===== src/hw/rtl/hann_windowed_stft_unit_macros.svh =====
// Assertion macros for the Hann-windowed STFT unit.
// Expects signals clk and rst_n in the scope where a macro is used.
`ifndef HANN_WINDOWED_STFT_UNIT_MACROS_SVH
`define HANN_WINDOWED_STFT_UNIT_MACROS_SVH

// Same-cycle implication.
`define HWS_ASSERT_IMP(lbl, ante, cons) \
    lbl: assert property (@(posedge clk) disable iff (!rst_n) (ante) |-> (cons)) \
        else $error("hws: same-cycle check failed");

// Next-cycle implication.
`define HWS_ASSERT_NXT(lbl, ante, cons) \
    lbl: assert property (@(posedge clk) disable iff (!rst_n) (ante) |=> (cons)) \
        else $error("hws: next-cycle check failed");

`endif


===== src/hw/rtl/hws_fifo.sv =====
// Small register queue used for frame commands and finished bins.
// Depends on nothing but its parameters.
`timescale 1ns / 1ps
module hws_fifo #(
    parameter int WIDTH = 8,
    parameter int DEPTH = 2
) (
    input  logic             clk,
    input  logic             rst_n,
    input  logic             wr_en,
    input  logic [WIDTH-1:0] wr_data,
    input  logic             rd_en,
    output logic [WIDTH-1:0] rd_data,
    output logic             full,
    output logic             empty
);
    localparam int PTR_W = $clog2(DEPTH);
    localparam int CNT_W = $clog2(DEPTH + 1);

    logic [WIDTH-1:0] slot_reg [DEPTH];
    logic [PTR_W-1:0] wr_ptr_reg;
    logic [PTR_W-1:0] rd_ptr_reg;
    logic [CNT_W-1:0] cnt_reg;
    logic             do_wr;
    logic             do_rd;

    assign full    = (cnt_reg == CNT_W'(DEPTH));
    assign empty   = (cnt_reg == '0);
    assign do_wr   = wr_en && !full;
    assign do_rd   = rd_en && !empty;
    assign rd_data = slot_reg[rd_ptr_reg];

    always_ff @(posedge clk or negedge rst_n)
    begin
        if (!rst_n)
        begin
            wr_ptr_reg <= '0;
            rd_ptr_reg <= '0;
            cnt_reg    <= '0;
        end
        else
        begin
            if (do_wr)
                wr_ptr_reg <= (wr_ptr_reg == PTR_W'(DEPTH - 1)) ? '0 : wr_ptr_reg + 1'b1;
            if (do_rd)
                rd_ptr_reg <= (rd_ptr_reg == PTR_W'(DEPTH - 1)) ? '0 : rd_ptr_reg + 1'b1;
            if (do_wr && !do_rd)
                cnt_reg <= cnt_reg + 1'b1;
            else if (do_rd && !do_wr)
                cnt_reg <= cnt_reg - 1'b1;
        end
    end

    always_ff @(posedge clk)
    begin
        if (do_wr)
            slot_reg[wr_ptr_reg] <= wr_data;
    end

endmodule


===== config.mk =====
export PLATFORM = sky130hd
export DESIGN_NAME = hws_fifo
export DESIGN_NICKNAME = d
export VERILOG_FILES = /design/src/hw/rtl/hann_windowed_stft_unit_macros.svh /design/src/hw/rtl/hws_fifo.sv
export SDC_FILE = /design/constraint.sdc
export NUM_CORES = 1
export LEC_CHECK = 0
export ABC_AREA = 0
export BUFFER_PORTS_ARGS = -buffer_cell sky130_fd_sc_hd__buf_2
export CAP_MARGIN = 20
export CELL_PAD_IN_SITES_DETAIL_PLACEMENT = 0
export CELL_PAD_IN_SITES_GLOBAL_PLACEMENT = 1
export CORE_ASPECT_RATIO = 0.7
export CORE_MARGIN = 8
export CORE_UTILIZATION = 39
export CTS_BUF_LIST = sky130_fd_sc_hd__clkbuf_2
export DETAILED_ROUTE_END_ITERATION = 7
export MAX_ROUTING_LAYER = met4
export PLACE_DENSITY = 0.8
export RECOVER_POWER = 25
export SKIP_CTS_REPAIR_TIMING = 1
export SYNTH_ARGS = -nofsm -noshare
export SYNTH_HDL_FRONTEND = slang
export SYNTH_SLANG_ARGS = --single-unit

===== constraint.sdc =====
create_clock -name clk -period 1.45 [get_ports clk]
set_input_delay 0.3625 -clock clk [delete_from_list [all_inputs] [get_ports clk]]
set_output_delay 0.3625 -clock clk [all_outputs]
set_load 0.05 [all_outputs]

==> results.txt, run 1 <==
Min-Delay Path Class -> in -> reg
total routing usage reported by global routing -> 8.53%
via count of the routed design -> 488
flip-flop count of the largest register after layout -> 16
CTS tree -> yes
overall die width -> 69.5 um
crit path to -> rd_data[5]
adder and majority cell fraction of the synthesized area -> 1.60%
Max Cap Viol -> 0
peak-usage layer in the global routing report -> met2
clock input transition at the sequential cells of the worst setup and hold paths -> 0.18 ns
Worst Slack Setup Final -> -0.261 ns
Mean Syn Cell Area -> 17.8 sq um
Core Box Area -> 1870 sq um
CTS H-tree lvls -> 1
data arrival time at the worst-slack endpoint -> 1.35 ns
Final Setup Violations -> 10
met1 GRT Util -> 9.16%
cell count after synthesis -> 44
row cnt -> 13
total of warnings raised by yosys -> 0
type of the worst setup path -> reg -> out
number of violations reported at the end of detailed-routing iteration 0 -> 16
power density over the cells -> 2420 nW/um^2
Clk Tree Root Cell -> sky130_fd_sc_hd__clkbuf_2
count of input and output buffers -> 21
most common cell after layout, fill and taps aside -> sky130_fd_sc_hd__edfxtp_1
status -> finished, violations left
final hold violation count -> 0
# DRC -> 0
share of final-layout standard cells stronger than drive strength 1 -> 58.8%
Slew HR -> 72.9%
CP max stage delay -> 0.45 ns
clock latency of the later-clocked register in the worst-skew pair -> 0.31 ns
grt total ovfl -> 0
Worst Max-Slew Pin Slew -> 0.407 ns
Critical R2R Capture -> cnt_reg[1]
Max Clock Freq -> 0.584 GHz
mean routed wirelength per cell -> 15.5 um
via count of the first global-routing pass -> 499
area of the mapped netlist -> 782 sq um
cell seen most often among critical-path stages -> sky130_fd_sc_hd__buf_6
Final Net Count -> 94
type of origin of the critical path -> register
Max stage delay cell, worst path -> sky130_fd_sc_hd__dfrtp_2
post-synthesis sequential area ratio -> 74.2%
number of iterations in the first detailed-routing pass -> 2
antenna diode count -> 0
mux contribution to synthesized area -> 11.5%
HPWL after DPL -> 1.01 mm
number of filler instances in the final layout -> 147
largest net degree at the start of global routing -> 12
Final ANT Viol Nets -> 0
startpoint of the most critical setup path -> rd_ptr_reg
height of the die -> 53.5 um
final WL -> 1.58 mm
worst setup skew after layout -> 0.00623 ns
total CTS buffers -> 3
DR vias/cell -> 4.78
ordered cell list for the critical path -> buf_6, mux2_4, buf_6
reg-to-reg slack, setup -> 0.02 ns
Layout Area Growth over Synthesis -> 46.6%
endpoint type of the worst setup path -> primary output
met2 usage in global routing -> 13.3%
synthesis-stage register bit count -> 20
TritonCTS sink count -> 20
number of different library cells in the post-synthesis netlist -> 15
Synth Area in Simple Gates -> 3.84%
Max FO, Critical Path -> 5
violations in the final reports -> setup timing
minimum clock period -> 1.71 ns
FF-to-FF path depth -> 6
most used cells in the layout excluding fill and tap cells -> sky130_fd_sc_hd__edfxtp_1 (16), sky130_fd_sc_hd__buf_6 (10), sky130_fd_sc_hd__buf_4 (8)
worst slack, placed -> -0.0789 ns
Compound-Gate Fraction of Synth Area -> 0.640%
number of top-level pins -> 22
number of nets produced by synthesis -> 57
Global Route met3 Usage -> 4.10%
share of the clock period used by the worst path -> 118%
number of antenna violations at the first check in global routing -> 0
count of pins over their slew limit -> 0
register area -> 583 sq um
Setup TNS Final -> -2.11 ns
setup repair after global routing missed its margin -> true
RePlAce Congestion -> 0.737
die outline area -> 3720 sq um
initial standard-cell utilization of the core -> 41.8%
multi-input combinational cell area -> 231 sq um
combinational family with the most area after synthesis -> multiplexers
Clock Path Buffers -> 2
maximum vdd ir drop -> 1690 uV
xor-xnor portion of the synthesized cell area -> 6.56%
Leakage Power -> 0.489 nW
R2R Path Start -> cnt_reg[0]
wire length of the first global-routing pass -> 2.34 mm
critical path required time -> 1.09 ns
==> layout make-up <==
class / instances / area share [%]
flip-flops and latches: 20 / 50.9
multi-input cells: 21 / 20.2
repair buffers: 33 / 24.2
well taps: 22 / 2.40
inverters: 2 / 0.655
clock inverters: 1 / 0.328
clock buffers: 3 / 1.31
==> report_power, final <==
| part | leakage, nW | internal, mW | switching (mW) |
|---|---|---|---|
| clock | 0.0140 | 0.0600 | 0.161 |
| sequential | 0.193 | 0.808 | 0.105 |
| combinational | 0.282 | 0.766 | 0.870 |
==> routing by layer <==
layer	up-vias	part of all wire [%]
met5	-	0
met4	0	1.2
met3	2	6.2
met2	21	48
met1	236	45
li1	229	-
==> cell families after synthesis <==
| kind of cell | count (synthesis) |
|---|---|
| compound gates | 1 |
| xor+xnor | 5 |
| fa+ha+maj | 1 |
| buf+inv | 3 |
| flops | 20 |
| mux | 8 |
| simple gates | 6 |
==> synth_stat cells <==
library cell,count,area (sq um)
sky130_fd_sc_hd__xnor2_2,1,16.3
sky130_fd_sc_hd__nand2_2,1,6.26
sky130_fd_sc_hd__dfrtp_1,4,100
sky130_fd_sc_hd__nand2b_1,1,6.26
sky130_fd_sc_hd__xor2_1,2,17.5
sky130_fd_sc_hd__and3_1,1,6.26
sky130_fd_sc_hd__mux2_1,6,67.6
sky130_fd_sc_hd__xnor2_1,2,17.5
sky130_fd_sc_hd__ha_1,1,12.5
sky130_fd_sc_hd__o21ai_1,1,5.00
sky130_fd_sc_hd__nor2_1,3,11.3
sky130_fd_sc_hd__edfxtp_1,16,480
sky130_fd_sc_hd__buf_2,1,5.00
sky130_fd_sc_hd__inv_1,2,7.51
sky130_fd_sc_hd__mux2_2,2,22.5
==> worst min path at each step <==
stage	from	endpoint	slack, ns	cells past startpoint
4_1_cts	rst_n	cnt_reg[1]	-0.19	1
6_report	wr_data[6]	slot_reg[0][6]	0.23	1
3_5_place_dp	rst_n	cnt_reg[1]	0.17	1
5_1_grt	wr_data[6]	slot_reg[0][6]	0.19	1
2_1_floorplan	rst_n	cnt_reg[0]	0.07	0
3_3_place_gp	rst_n	wr_ptr_reg	0.17	1
==> per-stage QoR <==
stage,instance area (sq um),cells,total power [mW],hold slack [ns],util (%)
2_1_floorplan,782,44,1.72,0.0669,-
3_3_place_gp,940,90,1.99,0.175,50.2
3_5_place_dp,940,90,2.01,0.173,50.2
4_1_cts,958,94,2.22,-0.192,51.2
5_1_grt,1150,102,2.91,0.186,61.3
6_report,1150,102,2.77,0.232,61.3
==> critical path: cells and delay by family, from the launching register on <==
family | cells | cell delay [ns]
flops | 1 | 0.45
buf+inv | 2 | 0.29
mux | 1 | 0.30
(Power assumes the default switching activity.)
==> run 2: changes to the inputs <==
--- a/config.mk
+++ b/config.mk
@@ -8,15 +8,13 @@
 export ABC_AREA = 0
 export BUFFER_PORTS_ARGS = -buffer_cell sky130_fd_sc_hd__buf_2
 export CAP_MARGIN = 20
-export CELL_PAD_IN_SITES_DETAIL_PLACEMENT = 0
-export CELL_PAD_IN_SITES_GLOBAL_PLACEMENT = 1
 export CORE_ASPECT_RATIO = 0.7
 export CORE_MARGIN = 8
-export CORE_UTILIZATION = 39
+export CORE_UTILIZATION = 40
 export CTS_BUF_LIST = sky130_fd_sc_hd__clkbuf_2
 export DETAILED_ROUTE_END_ITERATION = 7
 export MAX_ROUTING_LAYER = met4
-export PLACE_DENSITY = 0.8
+export PLACE_DENSITY = 0.7
 export RECOVER_POWER = 25
 export SKIP_CTS_REPAIR_TIMING = 1
 export SYNTH_ARGS = -nofsm -noshare
==> results.txt, run 2 (synthesized netlist as in run 1, its figures left out) <==
final WL -> 1.51 mm (was 1.58 mm)
endpoint type of the worst setup path -> primary output (unchanged)
overall die width -> 68.8 um (was 69.5 um)
wire length of the first global-routing pass -> 2.17 mm (was 2.34 mm)
row cnt -> 13 (unchanged)
Clk Tree Root Cell -> sky130_fd_sc_hd__clkbuf_2 (unchanged)
Worst path top cell family by delay -> flip-flops (unchanged)
number of filler instances in the final layout -> 151 (was 147)
CTS H-tree lvls -> 1 (unchanged)
buffering stage count on the worst path with inverters included -> 2 (unchanged)
via count of the first global-routing pass -> 472 (was 499)
Max Cap Viol -> 0 (unchanged)
total CTS buffers -> 3 (unchanged)
critical path required time -> 1.09 ns (about the same)
Max FO, Critical Path -> 4 (was 5)
ordered cell list for the critical path -> buf_6, mux2_4, buf_8 (was buf_6, mux2_4, buf_6)
Cell Count Post-Placement -> 90 (unchanged)
TritonCTS sink count -> 20 (unchanged)
clock input transition at the sequential cells of the worst setup and hold paths -> 0.17 ns (was 0.18 ns)
Slew HR -> 73.1% (was 72.9%)
final hold violation count -> 0 (unchanged)
grt total ovfl -> 0 (unchanged)
Final Core Density -> 61.3% (about the same)
total routing usage reported by global routing -> 8.44% (was 8.53%)
setup repair after global routing missed its margin -> true (unchanged)
CTS tree -> yes (unchanged)
Worst Slack Setup Final -> -0.278 ns (was -0.261 ns)
number of antenna violations at the first check in global routing -> 0 (unchanged)
type of origin of the critical path -> register (unchanged)
height of the die -> 53.0 um (was 53.5 um)
most used cells in the layout excluding fill and tap cells -> sky130_fd_sc_hd__edfxtp_1 (16), sky130_fd_sc_hd__buf_6 (11), sky130_fd_sc_hd__buf_2 (9) (was sky130_fd_sc_hd__edfxtp_1 (16), sky130_fd_sc_hd__buf_6 (10), sky130_fd_sc_hd__buf_4 (8))
most common cell after layout, fill and taps aside -> sky130_fd_sc_hd__edfxtp_1 (unchanged)
worst slack, placed -> -0.0464 ns (was -0.0789 ns)
proportion of power drawn by combinational gates -> 58.1% (was 59.1%)
RePlAce Congestion -> 0.712 (was 0.737)
die outline area -> 3650 sq um (was 3720 sq um)
count of input and output buffers -> 21 (unchanged)
Worst Max-Slew Pin Slew -> 0.404 ns (was 0.407 ns)
Leakage Power -> 0.487 nW (was 0.489 nW)
data arrival time at the worst-slack endpoint -> 1.37 ns (was 1.35 ns)
Min-Delay Path Class -> in -> reg (unchanged)
Clock Power Share -> 8.2% (was 8.0%)
minimum clock period -> 1.73 ns (was 1.71 ns)
Layout Area Growth over Synthesis -> 45.3% (was 46.6%)
multi-input combinational cell area -> 238 sq um (was 231 sq um)
Final Setup Violations -> 10 (unchanged)
total non-filler cell area in the finished layout -> 1140 sq um (was 1150 sq um)
NetSw -> 1.12 mW (was 1.14 mW)
DR vias/cell -> 4.73 (was 4.78)
type of the worst setup path -> reg -> out (unchanged)
number of violations reported at the end of detailed-routing iteration 0 -> 4 (was 16)
power density over the cells -> 2400 nW/um^2 (was 2420 nW/um^2)
via count of the routed design -> 473 (was 488)
final instance count without filler cells -> 100 (was 102)
CP max stage delay -> 0.46 ns (was 0.45 ns)
flip-flop count of the largest register after layout -> 16 (unchanged)
Setup TNS Final -> -2.15 ns (was -2.11 ns)
clock latency of the later-clocked register in the worst-skew pair -> 0.31 ns (about the same)
status -> finished, violations left (unchanged)
Final Net Count -> 92 (was 94)
Seq pwr share -> 33.7% (was 33.0%)
Clock Path Buffers -> 2 (unchanged)
largest net degree at the start of global routing -> 12 (unchanged)
share of final-layout standard cells stronger than drive strength 1 -> 60.3% (was 58.8%)
Final ANT Viol Nets -> 0 (unchanged)
cell area reported after detailed placement -> 940 sq um (unchanged)
share of the clock period used by the worst path -> 119% (was 118%)
worst setup skew after layout -> 0.00363 ns (was 0.00623 ns)
count of pins over their slew limit -> 0 (unchanged)
# DRC -> 0 (unchanged)
maximum vdd ir drop -> 1520 uV (was 1690 uV)
violations in the final reports -> setup timing (unchanged)
Max Clock Freq -> 0.579 GHz (was 0.584 GHz)
number of top-level pins -> 22 (unchanged)
HPWL after DPL -> 1.04 mm (was 1.01 mm)
antenna diode count -> 0 (unchanged)
initial standard-cell utilization of the core -> 42.2% (was 41.8%)
post-route total power -> 2.72 mW (was 2.77 mW)
number of iterations in the first detailed-routing pass -> 4 (was 2)
Max stage delay cell, worst path -> sky130_fd_sc_hd__dfrtp_2 (unchanged)
register area -> 583 sq um (unchanged)
WHS -> 0.230 ns (was 0.232 ns)
switching share of power -> 41.2% (was 41.0%)
mean routed wirelength per cell -> 15.1 um (was 15.5 um)
cell internal pwr -> 1.60 mW (was 1.63 mW)
Core Box Area -> 1850 sq um (was 1870 sq um)
==> run 2: cell types whose count changed in the layout (fill, tap and decap cells not counted), sizes merged <==
cell | previous run | this run
clkbuf | 7 | 5
==> run 2: layer usage <==
metal | GRT usage [%] | routed length (um)
met2 | 13.1 | 788
met5 | - | 0
met3 | 4.00 | 125
met1 | 9.30 | 586
met4 | 2.99 | 10
==> run 2: final timing paths <==
| path | from | endpoint | slack [ns] | cells past startpoint |
|---|---|---|---|---|
| max | rd_ptr_reg | rd_data[7] | -0.28 | 3 |
| min | wr_data[7] | slot_reg[0][7] | 0.23 | 1 |
| max reg2reg | cnt_reg[0] | cnt_reg[1] | 0.06 | 6 |
| min reg2reg | wr_ptr_reg | wr_ptr_reg | 0.55 | 1 |
| max in group asynchronous | rst_n | rd_ptr_reg | 0.98 | 2 |
| min in group asynchronous | rst_n | cnt_reg[1] | 0.35 | 2 |
==> run 2: cell type report <==
type	count	area share, %
clock buffers	3	1.32
clock inverters	1	0.330
inverters	2	0.661
multi-input cells	21	20.9
flip-flops and latches	20	51.3
well taps	22	2.42
repair buffers	31	23.0
==> run 2: power by group through the flow <==
stage               Combinational [mW]  Clock (mW)  Sequential (mW)
finish                            1.58       0.222            0.918
detailed placement                1.07           0            0.936
global placement                  1.06           0            0.926
global route                      1.66       0.257            0.936
floorplan                        0.849           0            0.875
CTS                               1.07       0.231            0.922
==> run 2: worst register-to-register path, stage by stage, from the launching register on <==
cell                      delay [ns]
sky130_fd_sc_hd__dfrtp_1        0.44
sky130_fd_sc_hd__buf_6          0.14
sky130_fd_sc_hd__o21ai_2        0.15
sky130_fd_sc_hd__ha_2           0.20
sky130_fd_sc_hd__xor2_1         0.16
sky130_fd_sc_hd__nor2_1         0.08
sky130_fd_sc_hd__xor2_1         0.13
==> run 3: changes to the inputs <==
--- a/config.mk
+++ b/config.mk
@@ -16,6 +16,7 @@
 export MAX_ROUTING_LAYER = met4
 export PLACE_DENSITY = 0.7
 export RECOVER_POWER = 25
+export SETUP_SLACK_MARGIN = 0.4
 export SKIP_CTS_REPAIR_TIMING = 1
 export SYNTH_ARGS = -nofsm -noshare
 export SYNTH_HDL_FRONTEND = slang
==> results.txt, run 3 (synthesized netlist as in run 1, its figures left out) <==
die outline area -> 3650 sq um (unchanged)
mean routed wirelength per cell -> 15.6 um (was 15.1 um)
Core Box Area -> 1850 sq um (unchanged)
grt total ovfl -> 0 (unchanged)
Layout Area Growth over Synthesis -> 58.2% (was 45.3%)
data arrival time at the worst-slack endpoint -> 1.38 ns (was 1.37 ns)
final hold violation count -> 0 (unchanged)
Max FO, Critical Path -> 4 (unchanged)
worst slack, placed -> -0.131 ns (was -0.0464 ns)
proportion of power drawn by combinational gates -> 56.7% (was 58.1%)
number of cells on the worst hold path -> 1 (unchanged)
clock input transition at the sequential cells of the worst setup and hold paths -> 0.18 ns (was 0.17 ns)
share of the clock period used by the worst path -> 120% (was 119%)
cell seen most often among critical-path stages -> sky130_fd_sc_hd__buf_6
# DRC -> 0 (unchanged)
NetSw -> 1.19 mW (was 1.12 mW)
power density over the cells -> 2510 nW/um^2 (was 2400 nW/um^2)
number of violations reported at the end of detailed-routing iteration 0 -> 4 (unchanged)
height of the die -> 53.0 um (unchanged)
total routing usage reported by global routing -> 8.76% (was 8.44%)
count of pins over their slew limit -> 0 (unchanged)
Final ANT Viol Nets -> 0 (unchanged)
Min-Delay Path Class -> in -> reg (unchanged)
Clock Path Buffers -> 2 (unchanged)
Worst Slack Setup Final -> -0.296 ns (was -0.278 ns)
minimum clock period -> 1.75 ns (was 1.73 ns)
total CTS buffers -> 3 (unchanged)
wire length of the first global-routing pass -> 2.13 mm (was 2.17 mm)
setup repair after global routing missed its margin -> true (unchanged)
R2R Path Start -> cnt_reg[0] (unchanged)
Leakage Power -> 0.528 nW (was 0.487 nW)
Setup TNS Final -> -2.45 ns (was -2.15 ns)
initial standard-cell utilization of the core -> 42.2% (unchanged)
overall die width -> 68.8 um (unchanged)
clock latency of the later-clocked register in the worst-skew pair -> 0.31 ns (about the same)
TritonCTS sink count -> 20 (unchanged)
violations in the final reports -> setup timing (unchanged)
CP max stage delay -> 0.47 ns (was 0.46 ns)
number of antenna violations at the first check in global routing -> 0 (unchanged)
status -> finished, violations left (unchanged)
post-route total power -> 3.11 mW (was 2.72 mW)
Slew HR -> 86.0% (was 73.1%)
critical path required time -> 1.09 ns (about the same)
routed wl met2 -> 857 um (was 788 um)
via count of the routed design -> 475 (was 473)
CTS tree -> yes (unchanged)
switching share of power -> 38.4% (was 41.2%)
Final Core Density -> 66.7% (was 61.3%)
most common cell after layout, fill and taps aside -> sky130_fd_sc_hd__edfxtp_1 (unchanged)
DR vias/cell -> 4.66 (was 4.73)
largest net degree at the start of global routing -> 13 (was 12)
Critical R2R Capture -> cnt_reg[1] (unchanged)
HPWL after DPL -> 1.05 mm (was 1.04 mm)
flip-flop count of the largest register after layout -> 16 (unchanged)
Final Setup Violations -> 11 (was 10)
FF-to-FF path depth -> 8 (was 6)
maximum vdd ir drop -> 1430 uV (was 1520 uV)
Final Net Count -> 94 (was 92)
antenna diode count -> 0 (unchanged)
count of input and output buffers -> 21 (unchanged)
Max Clock Freq -> 0.573 GHz (was 0.579 GHz)
worst hold path startpoint -> wr_data[5] (was wr_data[7])
share of final-layout standard cells stronger than drive strength 1 -> 70.0% (was 60.3%)
most used cells in the layout excluding fill and tap cells -> sky130_fd_sc_hd__edfxtp_1 (16), sky130_fd_sc_hd__buf_6 (12), sky130_fd_sc_hd__buf_2 (9) (was sky130_fd_sc_hd__edfxtp_1 (16), sky130_fd_sc_hd__buf_6 (11), sky130_fd_sc_hd__buf_2 (9))
Max stage delay cell, worst path -> sky130_fd_sc_hd__dfrtp_2 (unchanged)
reg-to-reg slack, setup -> -0.06 ns (was 0.06 ns)
ordered cell list for the critical path -> buf_6, mux2_4, buf_6 (was buf_6, mux2_4, buf_8)
Max Cap Viol -> 0 (unchanged)
highest routed metal layer -> met4 (unchanged)
wire length on met1 -> 569 um (was 586 um)
type of origin of the critical path -> register (unchanged)
Seq pwr share -> 30.3% (was 33.7%)
number of filler instances in the final layout -> 126 (was 151)
number of top-level pins -> 22 (unchanged)
hold-critical path endpoint -> slot_reg[1][5] (was slot_reg[0][7])
via count of the first global-routing pass -> 463 (was 472)
number of iterations in the first detailed-routing pass -> 3 (was 4)
type of the worst setup path -> reg -> out (unchanged)
cell internal pwr -> 1.91 mW (was 1.60 mW)
sum of met3 wire segment lengths after detailed routing -> 124 um (was 125 um)
CTS H-tree lvls -> 1 (unchanged)
endpoint type of the worst setup path -> primary output (unchanged)
worst setup skew after layout -> 0.00565 ns (was 0.00363 ns)
Clk Tree Root Cell -> sky130_fd_sc_hd__clkbuf_2 (unchanged)
final WL -> 1.59 mm (was 1.51 mm)
Worst Max-Slew Pin Slew -> 0.210 ns (was 0.404 ns)
Clock Power Share -> 13.1% (was 8.2%)
row cnt -> 13 (unchanged)
RePlAce Congestion -> 0.667 (was 0.712)
run 3: worst max-delay path by stage:
stage,startpoint,to,slack [ns],cells past startpoint
6_report,rd_ptr_reg,rd_data[6],-0.30,3
5_1_grt,rd_ptr_reg,rd_data[6],-0.39,3
4_1_cts,rd_ptr_reg,rd_data[3],-0.53,2
3_5_place_dp,rd_ptr_reg,rd_data[3],-0.13,2
3_3_place_gp,rd_ptr_reg,rd_data[6],-0.13,2
2_1_floorplan,cnt_reg[0],cnt_reg[1],0.14,7
run 3: area by class of cell:
| type | count | area [sq um] | area share (%) |
|---|---|---|---|
| Tap cell | 22 | 27.5 | 2.22 |
| Clock buffer | 3 | 15.0 | 1.21 |
| Clock inverter | 1 | 30.0 | 2.43 |
| Sequential cell | 20 | 584 | 47.2 |
| Multi-Input combinational cell | 21 | 278 | 22.4 |
| Inverter | 2 | 7.51 | 0.607 |
| Timing Repair Buffer | 33 | 295 | 23.9 |
run 3: power groups by stage:
stage               clock (mW)  sequential (mW)  combinational [mW]
floorplan                    0            0.898                1.02
global placement             0            0.965                1.17
detailed placement           0            0.976                1.19
CTS                      0.416            0.963                1.19
global route             0.450            0.961                1.84
finish                   0.406            0.940                1.76
run 3: metrics by stage:
stage	instances	instance area [sq um]	hold WS (ns)
floorplan	44	840	0.0669
global placement	90	991	0.180
detailed placement	90	991	0.186
CTS	94	1040	-0.196
global route	102	1240	0.160
finish	102	1240	0.218
run 3: metal layers:
layer | up-vias | GRT usage [%]
li1 | 228 | -
met1 | 226 | 8.68
met2 | 16 | 13.3
met3 | 5 | 4.42
met4 | 0 | 5.98
met5 | - | -
run 3: worst max-delay path: cells and delay by family, from the launching register on:
| kind | cells | cell delay, ns |
|---|---|---|
| mux | 1 | 0.30 |
| flops | 1 | 0.47 |
| buf+inv | 2 | 0.30 |
